--- src/mmcs_pkg.sv ---
// shared widths, types and constants for the min/max contrast stretch block
`default_nettype none

package mmcs_pkg;

    // pixel width and derived sizes
    localparam int PIXEL_BITS = 8;
    localparam int NUM_BITS   = 2 * PIXEL_BITS;
    localparam int CNT_BITS   = $clog2(PIXEL_BITS + 1);
    localparam int TDATA_BITS = ((PIXEL_BITS + 7) / 8) * 8;

    typedef logic [PIXEL_BITS-1:0] pixel_t;
    typedef logic [NUM_BITS-1:0]   num_t;
    typedef logic [CNT_BITS-1:0]   cnt_t;

    localparam pixel_t PIX_MAX = {PIXEL_BITS{1'b1}};

    // request kinds carried in tuser bit 0
    localparam logic OP_SCAN = 1'b0;
    localparam logic OP_MAP  = 1'b1;

    // handshake between the sequencer and the divider
    typedef struct packed {
        logic   start;
        num_t   num;
        pixel_t den;
    } div_req_t;

    typedef struct packed {
        logic   done;
        pixel_t quot;
    } div_rsp_t;

endpackage

`default_nettype wire

--- src/mmcs_div.sv ---
// restoring divider, one quotient bit per cycle, quotient known to fit in a pixel
`default_nettype none

module mmcs_div (
    input  wire logic              aclk,
    input  wire logic              aresetn,
    input  wire mmcs_pkg::div_req_t req,
    output mmcs_pkg::div_rsp_t      rsp
);

    logic               busy_reg, busy_next;
    logic               done_reg, done_next;
    mmcs_pkg::cnt_t     cnt_reg, cnt_next;
    mmcs_pkg::pixel_t   rem_reg, rem_next;
    mmcs_pkg::pixel_t   quot_reg, quot_next;
    mmcs_pkg::pixel_t   den_reg, den_next;

    logic [mmcs_pkg::PIXEL_BITS:0] trial;
    logic [mmcs_pkg::PIXEL_BITS:0] diff;

    // shared subtractor: shifted remainder minus divisor
    always_comb begin
        trial = {rem_reg, quot_reg[mmcs_pkg::PIXEL_BITS-1]};
        diff  = trial - {1'b0, den_reg};
    end

    // step sequencing
    always_comb begin
        busy_next = busy_reg;
        done_next = 1'b0;
        cnt_next  = cnt_reg;
        rem_next  = rem_reg;
        quot_next = quot_reg;
        den_next  = den_reg;
        if (req.start) begin
            busy_next = 1'b1;
            cnt_next  = mmcs_pkg::cnt_t'(mmcs_pkg::PIXEL_BITS);
            // upper half is below the divisor, so only the low half needs steps
            rem_next  = req.num[mmcs_pkg::NUM_BITS-1:mmcs_pkg::PIXEL_BITS];
            quot_next = req.num[mmcs_pkg::PIXEL_BITS-1:0];
            den_next  = req.den;
        end else if (busy_reg) begin
            if (diff[mmcs_pkg::PIXEL_BITS]) begin
                rem_next  = trial[mmcs_pkg::PIXEL_BITS-1:0];
                quot_next = {quot_reg[mmcs_pkg::PIXEL_BITS-2:0], 1'b0};
            end else begin
                rem_next  = diff[mmcs_pkg::PIXEL_BITS-1:0];
                quot_next = {quot_reg[mmcs_pkg::PIXEL_BITS-2:0], 1'b1};
            end
            cnt_next = cnt_reg - 1'b1;
            if (cnt_reg == mmcs_pkg::cnt_t'(1)) begin
                busy_next = 1'b0;
                done_next = 1'b1;
            end
        end
    end

    // control state
    always_ff @(posedge aclk) begin
        if (!aresetn) begin
            busy_reg <= 1'b0;
            done_reg <= 1'b0;
            cnt_reg  <= '0;
        end else begin
            busy_reg <= busy_next;
            done_reg <= done_next;
            cnt_reg  <= cnt_next;
        end
    end

    // datapath
    always_ff @(posedge aclk) begin
        rem_reg  <= rem_next;
        quot_reg <= quot_next;
        den_reg  <= den_next;
    end

    assign rsp.done = done_reg;
    assign rsp.quot = quot_reg;

endmodule

`default_nettype wire

--- src/min_max_contrast_stretch_core.sv ---
// top level of the min/max contrast stretch block: statistics, sequencer, output register
//
// Usage: stream pixels in on the s_ channel. s_tuser[0] selects the request kind
// (0 = scan, 1 = map), s_tuser[1] restarts the statistics on a scan request, and
// s_tdata carries the pixel byte. A scan request updates the running minimum and
// maximum in the cycle it is accepted and produces no result, so scan requests
// can arrive every cycle. A map request produces one result on the m_ channel:
// m_tdata is the stretched pixel and m_tuser is the flat flag (max equals min).
// A map request goes through a setup state, the bit-serial restoring divider (one
// quotient bit per cycle), a collect step for the quotient and the output register
// load before m_tvalid; results that need no division skip the divider. s_tready
// is low while a map request is in flight; the next request is taken as soon as
// the result sits in the output register, even if it has not been taken yet.
// If the receiver stalls, the finished result waits in the output register and a
// following map result holds in the sequencer until the register frees.
// Reset (aresetn low, synchronous) sets the minimum to 255, the maximum to 0 and
// empties the output register; map requests before any scan then give 0.
`default_nettype none

module min_max_contrast_stretch_core (
    input  wire logic       aclk,
    input  wire logic       aresetn,
    // input channel
    input  wire logic       s_tvalid,
    output logic            s_tready,
    input  wire logic [mmcs_pkg::TDATA_BITS-1:0] s_tdata, // pixel
    input  wire logic [1:0] s_tuser,                      // op, start_req
    // result channel
    output logic            m_tvalid,
    input  wire logic       m_tready,
    output logic [mmcs_pkg::TDATA_BITS-1:0] m_tdata,      // stretched
    output logic            m_tuser                       // flat
);

    localparam logic [1:0] ST_IDLE = 2'd0;
    localparam logic [1:0] ST_PREP = 2'd1;
    localparam logic [1:0] ST_DIV  = 2'd2;
    localparam logic [1:0] ST_OUT  = 2'd3;

    logic [1:0]       state_reg, state_next;
    mmcs_pkg::pixel_t low_reg, low_next;
    mmcs_pkg::pixel_t high_reg, high_next;
    mmcs_pkg::pixel_t px_reg, px_next;
    mmcs_pkg::pixel_t res_reg, res_next;
    logic             flat_reg, flat_next;
    logic             m_valid_reg, m_valid_next;
    mmcs_pkg::pixel_t m_data_reg, m_data_next;
    logic             m_flat_reg, m_flat_next;

    mmcs_pkg::div_req_t div_req;
    mmcs_pkg::div_rsp_t div_rsp;

    logic             s_fire;
    logic             s_op;
    logic             s_start;
    mmcs_pkg::pixel_t s_pixel;
    mmcs_pkg::pixel_t px_off;
    mmcs_pkg::pixel_t span;
    logic             out_free;

    assign s_op     = s_tuser[0];
    assign s_start  = s_tuser[1];
    assign s_pixel  = s_tdata[mmcs_pkg::PIXEL_BITS-1:0];
    assign s_tready = (state_reg == ST_IDLE);
    assign s_fire   = s_tvalid && s_tready;
    assign out_free = !m_valid_reg || m_tready;

    // offset and range for the division
    assign px_off = px_reg - low_reg;
    assign span   = high_reg - low_reg;

    mmcs_div u_div (
        .aclk    (aclk),
        .aresetn (aresetn),
        .req     (div_req),
        .rsp     (div_rsp)
    );

    // sequencer and statistics
    always_comb begin
        state_next   = state_reg;
        low_next     = low_reg;
        high_next    = high_reg;
        px_next      = px_reg;
        res_next     = res_reg;
        flat_next    = flat_reg;
        div_req.start = 1'b0;
        // numerator pix_max * offset as a shift and subtract
        div_req.num  = {px_off, {mmcs_pkg::PIXEL_BITS{1'b0}}}
                     - {{mmcs_pkg::PIXEL_BITS{1'b0}}, px_off};
        div_req.den  = span;
        unique case (state_reg)
            ST_IDLE: begin
                if (s_fire) begin
                    if (s_op == mmcs_pkg::OP_SCAN) begin
                        if (s_start) begin
                            low_next  = s_pixel;
                            high_next = s_pixel;
                        end else begin
                            if (s_pixel < low_reg) begin
                                low_next = s_pixel;
                            end
                            if (s_pixel > high_reg) begin
                                high_next = s_pixel;
                            end
                        end
                    end else begin
                        px_next    = s_pixel;
                        state_next = ST_PREP;
                    end
                end
            end
            ST_PREP: begin
                flat_next = 1'b0;
                res_next  = '0;
                if (high_reg == low_reg) begin
                    flat_next  = 1'b1;
                    state_next = ST_OUT;
                end else if (high_reg < low_reg || px_reg <= low_reg) begin
                    state_next = ST_OUT;
                end else if (px_reg >= high_reg) begin
                    res_next   = mmcs_pkg::PIX_MAX;
                    state_next = ST_OUT;
                end else begin
                    div_req.start = 1'b1;
                    state_next    = ST_DIV;
                end
            end
            ST_DIV: begin
                if (div_rsp.done) begin
                    res_next   = div_rsp.quot;
                    state_next = ST_OUT;
                end
            end
            ST_OUT: begin
                if (out_free) begin
                    state_next = ST_IDLE;
                end
            end
            default: begin
                state_next = ST_IDLE;
            end
        endcase
    end

    // output register
    always_comb begin
        m_valid_next = m_valid_reg;
        m_data_next  = m_data_reg;
        m_flat_next  = m_flat_reg;
        if (m_valid_reg && m_tready) begin
            m_valid_next = 1'b0;
        end
        if (state_reg == ST_OUT && out_free) begin
            m_valid_next = 1'b1;
            m_data_next  = res_reg;
            m_flat_next  = flat_reg;
        end
    end

    // control state and statistics
    always_ff @(posedge aclk) begin
        if (!aresetn) begin
            state_reg   <= ST_IDLE;
            low_reg     <= mmcs_pkg::PIX_MAX;
            high_reg    <= '0;
            m_valid_reg <= 1'b0;
        end else begin
            state_reg   <= state_next;
            low_reg     <= low_next;
            high_reg    <= high_next;
            m_valid_reg <= m_valid_next;
        end
    end

    // payload
    always_ff @(posedge aclk) begin
        px_reg     <= px_next;
        res_reg    <= res_next;
        flat_reg   <= flat_next;
        m_data_reg <= m_data_next;
        m_flat_reg <= m_flat_next;
    end

    assign m_tvalid = m_valid_reg;
    assign m_tdata  = mmcs_pkg::TDATA_BITS'(m_data_reg);
    assign m_tuser  = m_flat_reg;

    // flat results are always zero
    a_flat_zero: assert property (@(posedge aclk) disable iff (!aresetn)
        m_valid_reg && m_flat_reg |-> m_data_reg == '0)
        else $error("flat result with nonzero value");

    // a map request blocks the input the next cycle
    a_map_blocks: assert property (@(posedge aclk) disable iff (!aresetn)
        s_fire && s_op == mmcs_pkg::OP_MAP |=> !s_tready)
        else $error("input ready right after a map request");

    // a restart sets both bounds to the pixel
    a_restart: assert property (@(posedge aclk) disable iff (!aresetn)
        s_fire && s_op == mmcs_pkg::OP_SCAN && s_start |=> low_reg == high_reg)
        else $error("restart left unequal bounds");

    // divider completes only while the sequencer waits for it
    a_div_done: assert property (@(posedge aclk) disable iff (!aresetn)
        div_rsp.done |-> state_reg == ST_DIV)
        else $error("divider finished outside the divide state");

endmodule

`default_nettype wire

--- config.mk ---
export PLATFORM = sky130hd
export DESIGN_NAME = min_max_contrast_stretch_core
export DESIGN_NICKNAME = d
export VERILOG_FILES = /design/src/mmcs_pkg.sv /design/src/mmcs_div.sv /design/src/min_max_contrast_stretch_core.sv
export SDC_FILE = /design/constraint.sdc
export NUM_CORES = 1
export LEC_CHECK = 0
export BUFFER_PORTS_ARGS = -buffer_cell sky130_fd_sc_hd__buf_2
export CORE_MARGIN = 3
export CORE_UTILIZATION = 50
export DETAILED_ROUTE_END_ITERATION = 10
export PLACE_DENSITY = 0.72
export SYNTH_ARGS = -nofsm -noshare
export SYNTH_HDL_FRONTEND = slang
export SYNTH_SLANG_ARGS = --single-unit
export TNS_END_PERCENT = 1
--- constraint.sdc ---
create_clock -name aclk -period 3.8 [get_ports aclk]
set_clock_uncertainty 0.15 [all_clocks]
set_input_delay 0.19 -clock aclk [delete_from_list [all_inputs] [get_ports aclk]]
set_output_delay 0.19 -clock aclk [all_outputs]
set_load 0.02 [all_outputs]
== Word level (Yosys, flattened, before mapping) ==
Index checks and enable logic that the tools add are counted.
Storage, ports and cells
  word-level logic and storage cells: 93
  bits of input ports: 14
  register bits: 75
Operators by class
  add/sub/neg operators: 5
  bitwise logic cells: 3
  reduce and logical (&&, ||, !) cells: 19
  equality and inequality tests: 9
  mux-type cells: 36
  order comparisons: 5
Operator list (count)
  2-to-1 mux 8 bit: 13
  less-than comparator 8 bit: 2
  one-hot mux 8 bit (2 select lines): 1
  subtractor 16 x 8 -> 16 bit: 1
  subtractor 8 bit: 2
  2-to-1 mux 1 bit: 15
  AND reduction 4 bit: 3
  nonzero test 2 bit: 5
  subtractor 9 x 8 -> 9 bit: 1
  == test 8 bit: 1
  >= comparator 8 bit: 1
  > comparator 8 bit: 1
  less-or-equal comparator 8 bit: 1
  2-to-1 mux 2 bit: 4
  2-to-1 mux 4 bit: 2
  one-hot mux 2 bit (4 select lines): 1
  != test 2 x 1 -> 1 bit (second input constant): 3
  == test 2 bit (second input constant): 2
  == test 4 x 1 -> 1 bit (second input constant): 1
  subtractor 4 x 1 -> 4 bit (second input constant): 1
  logical AND 1 bit: 3
  inverter 1 bit: 3
  AND reduction 3 bit: 1
  OR reduction 3 bit: 1
  7 further kinds: 8

== Longest topological paths before layout ==
Gate-level depths: netlist (run 1).
  depth in word-level cells: 6
  gate-level depth with buffers: 13
  mapped depth without buffers: 11

== Cells and area by module ==
Synthesis (run 1) repeated with hierarchy kept, for this count alone.
Unflattened totals
  cells, all modules: 464
  area, all modules: 4785.8 µm²
By module, submodules not included
  min_max_contrast_stretch_core: cells an instance 325, area each 3153.0 µm², times used 1
  mmcs_div: cells an instance 139, area each 1632.8 µm², times used 1

== Least setup slack after synthesis (run 1) ==
Ideal clock, no wire load.
  kind: flip-flop to flip-flop
  from: register high_reg[0]
  to: register u_div.quot_reg[0] (enable)
  path buffers: 2
  period minus slack after synthesis: 3.143 ns
  arrival: 2.620 ns
  slack: 0.657 ns
  cell stages (with the launch flop): 12
  cells stage by stage: dfxtp_1 inv_1 ha_1 fa_1 nand2b_1 a211oi_1 nor3_1 nor4_1 and3_1 buf_2 buf_6 or2_1
Between the ends
  longest elaborated chain between the ends: 6
  elaborated cells between the ends (all ways): 9
  those cells by class: 2 x order compare; 1 x eq/ne; 4 x mux; 2 x reduce/logical
Ends and longest elaborated chain
  start, declared: line min_max_contrast_stretch_core.sv:42  | mmcs_pkg::pixel_t high_reg, high_next;
  start signal, assigned: line min_max_contrast_stretch_core.sv:171  | high_reg <= high_next;
  >= comparator 8 bit or less-than comparator 8 bit (tied branches): line min_max_contrast_stretch_core.sv:121, min_max_contrast_stretch_core.sv:119
  2-to-1 mux 1 bit or logical OR 1 bit (tied branches): line min_max_contrast_stretch_core.sv:121, min_max_contrast_stretch_core.sv:119
  2-to-1 mux 1 bit: line min_max_contrast_stretch_core.sv:119  | end else if (high_reg < low_reg || px_reg <= low_reg) begin
  2-to-1 mux 1 bit (*): line min_max_contrast_stretch_core.sv:116  | if (high_reg == low_reg) begin
  2-to-1 mux 1 bit (*): line min_max_contrast_stretch_core.sv:92  | unique case (state_reg)
  nonzero test 2 bit (no source line) (*)
  end signal, assigned: line mmcs_div.sv:74  | quot_reg <= quot_next;
  end, declared: line mmcs_div.sv:15  | mmcs_pkg::pixel_t quot_reg, quot_next;
Every way passes the cells marked *; elsewhere a longest branch is shown, timed or not.
A chain may end at the register's enable or synchronous reset.

== Worst setup path after layout (run 1) ==
  from: register high_reg[0]
  to: register u_div.rem_reg[1] (enable)
Between the ends
  longest elaborated chain between the ends: 6
  elaborated cells between the ends (all ways): 9
  those cells by class: 2 x order compare; 1 x eq/ne; 4 x mux; 2 x reduce/logical
Ends and longest elaborated chain
  >= comparator 8 bit or less-than comparator 8 bit (tied branches): line min_max_contrast_stretch_core.sv:121, min_max_contrast_stretch_core.sv:119
  2-to-1 mux 1 bit or logical OR 1 bit (tied branches): line min_max_contrast_stretch_core.sv:121, min_max_contrast_stretch_core.sv:119
  2-to-1 mux 1 bit: line min_max_contrast_stretch_core.sv:119
  2-to-1 mux 1 bit (*): line min_max_contrast_stretch_core.sv:116
  2-to-1 mux 1 bit (*): line min_max_contrast_stretch_core.sv:92
  nonzero test 2 bit (no source line) (*)
  end signal, assigned: line mmcs_div.sv:73  | rem_reg <= rem_next;
  end, declared: line mmcs_div.sv:14  | mmcs_pkg::pixel_t rem_reg, rem_next;
Marks and branches as above.

==> results of run 1 <==
layer usage:
| layer | part of all wire, % | wire length, µm | vias up | track usage [%] |
|---|---|---|---|---|
| li1 | - | - | 1734 | - |
| met1 | 47 | 4470 | 1629 | 23.3 |
| met2 | 49 | 4730 | 49 | 31.3 |
| met3 | 2.5 | 242 | 13 | 3.21 |
| met4 | 1.3 | 123 | 0 | 6.09 |
| met5 | 0 | 0 | - | 0 |
tightest hold or removal path: stages:
cell	delay, ns
buf_2	0.07
nor2b_1	0.05
o21a_1	0.16
final cells by class:
cell class | instances | area share [%]
tap | 129 | 3.00
inverter | 43 | 3.00
multi-input combinational | 329 | 48.9
timing repair buffer | 36 | 4.29
clock inverter | 7 | 1.23
clock buffer | 9 | 2.31
sequential | 75 | 37.3
cells in the mapped netlist (3+ instances only):
cell | count | area share [%]
nand3_1 | 6 | 0.62
a21o_1 | 14 | 2.2
a31oi_1 | 3 | 0.39
o21ai_0 | 14 | 1.4
dfxtp_1 | 25 | 10
nor2b_1 | 7 | 0.90
clkbuf_1 | 7 | 0.54
nand2_1 | 41 | 3.2
inv_1 | 43 | 3.3
a211oi_1 | 4 | 0.62
xor2_1 | 10 | 1.8
mux2_2 | 7 | 1.6
edfxtp_1 | 50 | 31
o211ai_1 | 9 | 1.4
and3_1 | 3 | 0.39
a21oi_1 | 24 | 2.5
xnor2_1 | 19 | 3.4
nor3_1 | 3 | 0.31
ha_1 | 55 | 14
nand2b_1 | 6 | 0.77
nor2_1 | 18 | 1.4
nor4_1 | 5 | 0.64
o21a_1 | 8 | 1.2
buf_2 | 3 | 0.31
mux2i_1 | 22 | 4.5
nand4_1 | 7 | 0.90
fa_1 | 3 | 1.2
worst paths after layout:
kind | start | end
max reg2reg | high_reg[0] | u_div.rem_reg[1]
min reg2reg | res_reg[4] | m_tdata[4]
min | m_tready | m_tvalid
max | high_reg[0] | u_div.rem_reg[1]
logic make-up (layout without fill, tap and decap cells):
kind of cell,count (synthesis),count (layout),synth area share (%)
and+or+nand+nor,115,115,12.5
AOI/OAI and AO/OA,96,96,14.1
DFF,75,75,41.1
adders and majority gates,58,58,15.4
buffers and inverters,57,95,4.86
xor gates and xnor gates,30,30,5.55
muxes,30,30,6.45
metrics by stage:
stage,power (W),area [µm²]
finish,0.00253,5370
global route,0.00269,5370
floorplan,0.00174,4870
CTS,0.00254,5370
detailed placement,0.00194,5100
global placement,0.00191,5100
power breakdown:
part           switching (W)  internal [W]  total (W)  leakage, nW
clock network       0.000344      0.000255   0.000599       0.0922
registers          0.0000413      0.000992    0.00103        0.663
logic               0.000545      0.000351   0.000896         1.50
total               0.000931       0.00160    0.00253         2.25
repair_timing:
| action | in CTS | in global routing |
|---|---|---|
| resized for setup | 0 | 0 |
| buffers inserted | 0 | 0 |
| endpoints found under the hold margin | 22 | 0 |
| hold buffers | 8 | 0 |
==> flow_metrics.tcl, run 1 <==
set metrics [dict create \
    grt_pass1_vias 3355 \
    pre_cts_slack_ns 0.404 \
    grt_max_degree 31 \
    area_growth_pct 10.4 \
    syn-mean-instance-area_um2 10.6 \
    clk_pin_slew_ns 0.09 \
    worst-r2r-cell-count 10 \
    cp.arrival_ns 3.37 \
    cts_tree "yes" \
    drt-initial-drc-count 152 \
    cts_buffers 9 \
    track_usage_pct 18.2 \
    io_buffers 24 \
    min_period_over_period_pct 91.2 \
    power_density_nw_per_um2 471 \
    multiInputGateArea_um2 2630 \
    place.gp.congestion 0.853 \
    num_vias 3425 \
    max_slew_margin_pct 45.7 \
    antenna_left 0 \
    io_pins 25 \
    tightest_slew_ns 0.813 \
    path_depth 10 \
    clk_latency_ns 0.36 \
    diodes 0 \
    clock_sinks 75 \
    drc_errors 0 \
    num-fill-cells 800 \
    core_area_um2 9330 \
    cts-root-buf "clkbuf_8" \
    dr.pass1.iters 4 \
    max_clock_freq_ghz 0.289 \
    drv_slew 0 \
    worstPathRequired_ns 3.70 \
    htree_levels 3 \
    initial_utilization_pct 52.2 \
    synth_edf_count 50 \
    antenna_found_initial 0 \
    final_core_util_pct 57.6 \
    path_buf_inv 2 \
    synthCells 461 \
    holdWs_ns 0.0201 \
    cts_buffer_depth 2 \
    vias_per_cell 5.45 \
    drive_gt1_share_pct 14.2 \
    ff2ff_setup_slack_ns 0.34 \
    yosysSeqAreaShare_pct 41.1 \
    syn-num-nets 533 \
    cap_violations 0 \
    ys.flop_type "edfxtp_1" \
    path_max_fanout 16 \
    crit_family "simple AND/OR/NAND/NOR gates" \
    max_stage_delay_ns 0.57 \
    die-area_um2 11000 \
    crit_path_top_delay_cell "and3_1" \
    finalHoldViolCount 0 \
    stdcell_count 628 \
    ys_ff_latch 75 \
    leakagePower_nw 2.25 \
    finalSetupTns_ns 0 \
    rsz0062_at_grt "false" \
    drt-total-wl_um 9570 \
    hold_path_depth 3 \
    final_common_cell "ha_1" \
    die_height_um 105 \
    period_minus_slack_ns 3.46 \
    min_path_type "input pin to flip-flop" \
    synth_cell_type_count 64 \
    async_reset_ff_share_pct 0 \
    path_class "flip-flop to flip-flop" \
    dp.cells 604 \
    fp-row-count 35 \
    ir_worst_vdd_mv 0.267 \
    yosysWarnings 0 \
    grt_overflow 0 \
    cp-end-kind "flip-flop" \
    fin_ws_ns 0.336 \
    setup.worst_path.start_class "flip-flop" \
    fin_nets 566 \
    setup_viol 0 \
    dp_hpwl_um 7500 \
    final_cell_mix "ha_1 (55), edfxtp_1 (50), inv_1 (43)" \
    regArea_um2 2000 \
    synth_area_um2 4870 \
    status "complete, no violations" \
    wl_per_cell_um 15.2 \
    grt_pass1_wl_um 16100 \
    dieWidth_um 105 \
    crit_chain "inv_1 -> ha_1 -> fa_1 -> nand2b_1 -> a211oi_1 -> nor3_1 -> nor4_1 -> and3_1 -> or2_1 -> buf_4" \
]
(Power assumes the default switching activity.)
==> run 2: changes to the inputs <==
==> constraint.sdc (replaced) <==
create_clock -name aclk -period 3.8 [get_ports aclk]
set_clock_uncertainty 0.15 [all_clocks]
set_input_delay 0.38 -clock aclk [delete_from_list [all_inputs] [get_ports aclk]]
set_output_delay 0.38 -clock aclk [all_outputs]
set_load 0.02 [all_outputs]
==> run 2 against run 1 <==
First-iteration DRC count increased by 9.9%; die area unchanged; sequential power about the same; clock power about the same; cell area decreased by 1.5%; non-clock buffer count decreased by 8; critical path type unchanged.
==> flow_metrics.tcl, run 2 (synthesis gave the netlist of run 1 again) <==
set metrics [dict create \
    dpl-instance-area_um2 5100 \
    initial_utilization_pct 52.2 \
    cts_buffers 9 \
    htree_levels 3 \
    antenna_left 0 \
    vias_per_cell 5.47 \
    setup.worst_path.start_class "flip-flop" \
    finalSetupTns_ns 0 \
    wl_per_cell_um 15.4 \
    max_clock_freq_ghz 0.288 \
    drt-initial-drc-count 167 \
    min_period_over_period_pct 91.2 \
    grt_max_degree 31 \
    diodes 0 \
    cp.arrival_ns 3.37 \
    die-area_um2 11000 \
    finalHoldViolCount 0 \
    stdcell_area_um2 5290 \
    fin_nets 558 \
    power_w 0.00252 \
    dp_hpwl_um 7500 \
    cp-end-kind "flip-flop" \
    antenna_found_initial 0 \
    min_path_type "input pin to flip-flop" \
    num_vias 3392 \
    rsz0062_at_grt "false" \
    cts_buffer_depth 2 \
    area_growth_pct 8.77 \
    path_max_fanout 16 \
    hold_path_depth 1 \
    drive_gt1_share_pct 14.5 \
    final_common_cell "ha_1" \
    tightest_slew_ns 0.814 \
    track_usage_pct 18.2 \
    drv_slew 0 \
    cts-root-buf "clkbuf_8" \
    fp-row-count 35 \
    ff2ff_setup_slack_ns 0.33 \
    ir_worst_vdd_mv 0.269 \
    period_minus_slack_ns 3.47 \
    cts_tree "yes" \
    dr.pass1.iters 4 \
    worst-r2r-cell-count 10 \
    power_density_nw_per_um2 477 \
    dieWidth_um 105 \
    setup_viol 0 \
    io_buffers 24 \
    clk_pin_slew_ns 0.09 \
    core_area_um2 9330 \
    post_cts_resized 0 \
    cap_violations 0 \
    post_cts_buffers 0 \
    drt-total-wl_um 9520 \
    hp-start "s_tdata[0]" \
    final_cell_mix "ha_1 (55), edfxtp_1 (50), inv_1 (43)" \
    io_pins 25 \
    cts_hold_buf 0 \
    status "complete, no violations" \
    reg2reg_to "u_div.rem_reg[1]" \
    clock_sinks 75 \
    num-fill-cells 810 \
    grt_overflow 0 \
    clk_latency_ns 0.36 \
    worstPathRequired_ns 3.70 \
    grt_pass1_vias 3321 \
    path_class "flip-flop to flip-flop" \
    leakagePower_nw 2.22 \
    r2r_start "high_reg[0]" \
    grt_pass1_wl_um 16100 \
    max_slew_margin_pct 45.7 \
    die_height_um 105 \
    min_to "px_reg[0]" \
    holdWs_ns 0.112 \
    place.gp.congestion 0.853 \
    drc_errors 0 \
]
[run 2: worst max-delay path, stage by stage, from the launching register on]
cell      delay, ns
dfxtp_1        0.39
inv_1          0.07
ha_1           0.21
fa_1           0.39
nand2b_1       0.18
a211oi_1       0.30
nor3_1         0.10
nor4_1         0.40
and3_1         0.57
or2_1          0.17
buf_4          0.23
[run 2: layout make-up]
| cell class | instances | area (µm²) | area share, % |
|---|---|---|---|
| clock buffers | 9 | 124 | 2.34 |
| clock inverters | 7 | 66.3 | 1.25 |
| inverters | 43 | 161 | 3.05 |
| multi-input cells | 329 | 2630 | 49.6 |
| flip-flops and latches | 75 | 2000 | 37.8 |
| well taps | 129 | 161 | 3.05 |
| repair buffers | 28 | 150 | 2.84 |
[run 2: power breakdown]
group	switching, W	internal (W)
Clock	0.000344	0.000255
Sequential	0.0000414	0.000992
Combinational	0.000543	0.000346
Total	0.000929	0.00159
[run 2: metrics by stage]
stage / std cells / util [%] / setup WS (ns)
after global placement: 604 / 54.7 / 0.499
after detailed placement: 604 / 54.7 / 0.404
final: 620 / 56.7 / 0.333
after global routing: 620 / 56.7 / 0.0894
after floorplan: 461 / - / 0.657
after CTS: 620 / 56.7 / 0.360
[run 2: worst max path at each step]
stage	slack, ns	start	cells past startpoint	endpoint
after floorplan	0.66	high_reg[0]	11	u_div.quot_reg[0]
after global placement	0.50	high_reg[0]	10	u_div.rem_reg[2]
after detailed placement	0.40	high_reg[0]	10	u_div.quot_reg[7]
after CTS	0.36	high_reg[0]	10	u_div.rem_reg[5]
after global routing	0.09	high_reg[0]	11	u_div.cnt_reg[1]
final	0.33	high_reg[0]	10	u_div.rem_reg[1]
[run 2: metal layers]
metal,routed length [µm],vias to the layer above,GRT usage [%],share of wire [%]
met5,0,-,0,0
met4,74,0,6.09,0.78
met3,323,8,3.40,3.4
li1,-,1717,-,-
met1,4390,1613,23.3,46
met2,4740,54,31.0,50
==> run 3: changes to the inputs <==
--- a/config.mk
+++ b/config.mk
@@ -6,10 +6,12 @@
 export NUM_CORES = 1
 export LEC_CHECK = 0
 export BUFFER_PORTS_ARGS = -buffer_cell sky130_fd_sc_hd__buf_2
+export CELL_PAD_IN_SITES_DETAIL_PLACEMENT = 0
+export CELL_PAD_IN_SITES_GLOBAL_PLACEMENT = 1
 export CORE_MARGIN = 3
-export CORE_UTILIZATION = 50
+export CORE_UTILIZATION = 49
 export DETAILED_ROUTE_END_ITERATION = 10
-export PLACE_DENSITY = 0.72
+export PLACE_DENSITY = 0.85
 export SYNTH_ARGS = -nofsm -noshare
 export SYNTH_HDL_FRONTEND = slang
 export SYNTH_SLANG_ARGS = --single-unit
==> constraint.sdc (replaced) <==
create_clock -name aclk -period 3.5 [get_ports aclk]
set_clock_uncertainty 0.15 [all_clocks]
set_input_delay 0.35 -clock aclk [delete_from_list [all_inputs] [get_ports aclk]]
set_output_delay 0.35 -clock aclk [all_outputs]
set_load 0.02 [all_outputs]
==> run 3 against run 2 <==
Clock power up 8.7%; global-route usage down 0.21 points; non-clock buffer count up 2; sequential power rose by 9%; utilization down 0.63 points; clock-buffer cell count unchanged; hold slack lost 0.034 ns; sequential share of layout area decreased by 0.11 points; first-iteration DRC count down 17%; final cell count increased by 0.32%; via count hardly changed; critical path type unchanged; largest power group unchanged.
==> flow_metrics.tcl, run 3 (synthesis gave the netlist of run 1 again) <==
set metrics [dict create \
    status "complete, no violations" \
    min_path_type "input pin to flip-flop" \
    dieWidth_um 106 \
    pwr-share-comb_pct 35.3 \
    power_w 0.00274 \
    drt-total-wl_um 9400 \
    die_height_um 106 \
    rsz0062_at_grt "false" \
    max_slew_margin_pct 41.0 \
    drv_slew 0 \
    path_buf_inv 2 \
    num_vias 3393 \
    drive_gt1_share_pct 15.0 \
    crit_family "simple AND/OR/NAND/NOR gates" \
    antenna_left 0 \
    finalSetupTns_ns 0 \
    htree_levels 3 \
    final_common_cell "ha_1" \
    cts_buffers 9 \
    tightest_slew_ns 0.883 \
    cp.arrival_ns 3.09 \
    grt_pass1_vias 3414 \
    area_growth_pct 9.08 \
    drt-initial-drc-count 138 \
    p_sw_share_pct 37.0 \
    grt_max_degree 31 \
    crit_chain "inv_1 -> ha_1 -> fa_1 -> nand2b_1 -> a211oi_1 -> nor3_1 -> nor4_1 -> and3_2 -> or2_1 -> buf_4" \
    dr.pass1.iters 4 \
    seq_power_share_pct 41.0 \
    track_usage_pct 18.0 \
    path_max_fanout 16 \
    finalHoldViolCount 0 \
    grt_overflow 0 \
    switchingPower_w 0.00102 \
    power_density_nw_per_um2 517 \
    regArea_um2 2000 \
    max_clock_freq_ghz 0.313 \
    initial_utilization_pct 51.4 \
    holdWs_ns 0.0782 \
    cap_violations 0 \
    antenna_found_initial 0 \
    power_frac_clock_pct 23.7 \
    vias_per_cell 5.45 \
    cts_tree "yes" \
    multiInputGateArea_um2 2630 \
    place.gp.congestion 0.822 \
    fp-row-count 35 \
    clk_latency_ns 0.35 \
    setup.worst_path.start_class "flip-flop" \
    min_period_over_period_pct 91.4 \
    dp.cells 606 \
    path_class "flip-flop to flip-flop" \
    num-fill-cells 868 \
    clock_sinks 75 \
    p_int_w 0.00173 \
    io_pins 25 \
    wl_per_cell_um 15.1 \
    grt_pass1_wl_um 16100 \
    post_cts_buffers 0 \
    ff2ff_setup_slack_ns 0.30 \
    leakagePower_nw 2.23 \
    io_buffers 24 \
    drc_errors 0 \
    cts-root-buf "clkbuf_8" \
    stdcell_count 622 \
    final_cell_mix "ha_1 (55), edfxtp_1 (50), inv_1 (43)" \
    dp_hpwl_um 7410 \
    ir_worst_vdd_mv 0.283 \
    die-area_um2 11200 \
    core_area_um2 9460 \
    setup_viol 0 \
    crit_path_top_delay_cell "and3_2" \
    worstPathRequired_ns 3.39 \
    diodes 0 \
    final_core_util_pct 56.1 \
    fin_nets 560 \
    period_minus_slack_ns 3.20 \
    cp-end-kind "flip-flop" \
    max_stage_delay_ns 0.44 \
    cts_buffer_depth 2 \
    clk_pin_slew_ns 0.09 \
]
run 3: repair_timing:
item / in CTS / in global routing
hold buffers: 0 / 0
setup endpoints to repair: 0 / 23
resized for setup: 0 / 1
run 3: worst register-to-register path, cell delays in order, from the launching register on:
cell      delay, ns
dfxtp_1        0.39
inv_1          0.07
ha_1           0.21
fa_1           0.40
nand2b_1       0.17
a211oi_1       0.20
nor3_1         0.08
nor4_1         0.40
and3_2         0.44
or2_1          0.15
buf_4          0.23
run 3: metrics by stage:
step	setup WS (ns)	cell area, µm²
floorplan	0.357	4870
CTS	0.196	5310
global placement	0.377	5120
finish	0.302	5310
global route	0.0908	5310
detailed placement	0.220	5120
run 3: routing by layer:
metal / global-route usage, % / share of wire [%] / wire, µm
met1: 23.5 / 48 / 4500
met2: 29.8 / 47 / 4460
met3: 2.82 / 2.2 / 205
met4: 7.22 / 2.5 / 233
met5: 0 / 0 / 0
run 3: path summary, 6_finish.rpt:
kind         cells past startpoint               end        start
max                             10  u_div.rem_reg[6]  high_reg[0]
min                              1         px_reg[0]   s_tdata[0]
max reg2reg                     10  u_div.rem_reg[6]  high_reg[0]
min reg2reg                      0        m_tdata[7]   res_reg[7]
run 3: area by class of cell:
class / instances / share of cell area, %
flip-flops and latches: 75 / 37.7
repair buffers: 30 / 3.11
multi-input cells: 329 / 49.5
inverters: 43 / 3.04
clock inverters: 7 / 1.23
well taps: 129 / 3.04
clock buffers: 9 / 2.33
run 3: power by group through the flow:
stage	Clock (W)	Sequential [W]	Combinational, W
after floorplan	0	0.00114	0.000740
final	0.000651	0.00112	0.000969
after global placement	0	0.00114	0.000945
after global routing	0.000700	0.00114	0.00109
after CTS	0.000669	0.00112	0.000972
after detailed placement	0	0.00115	0.000968
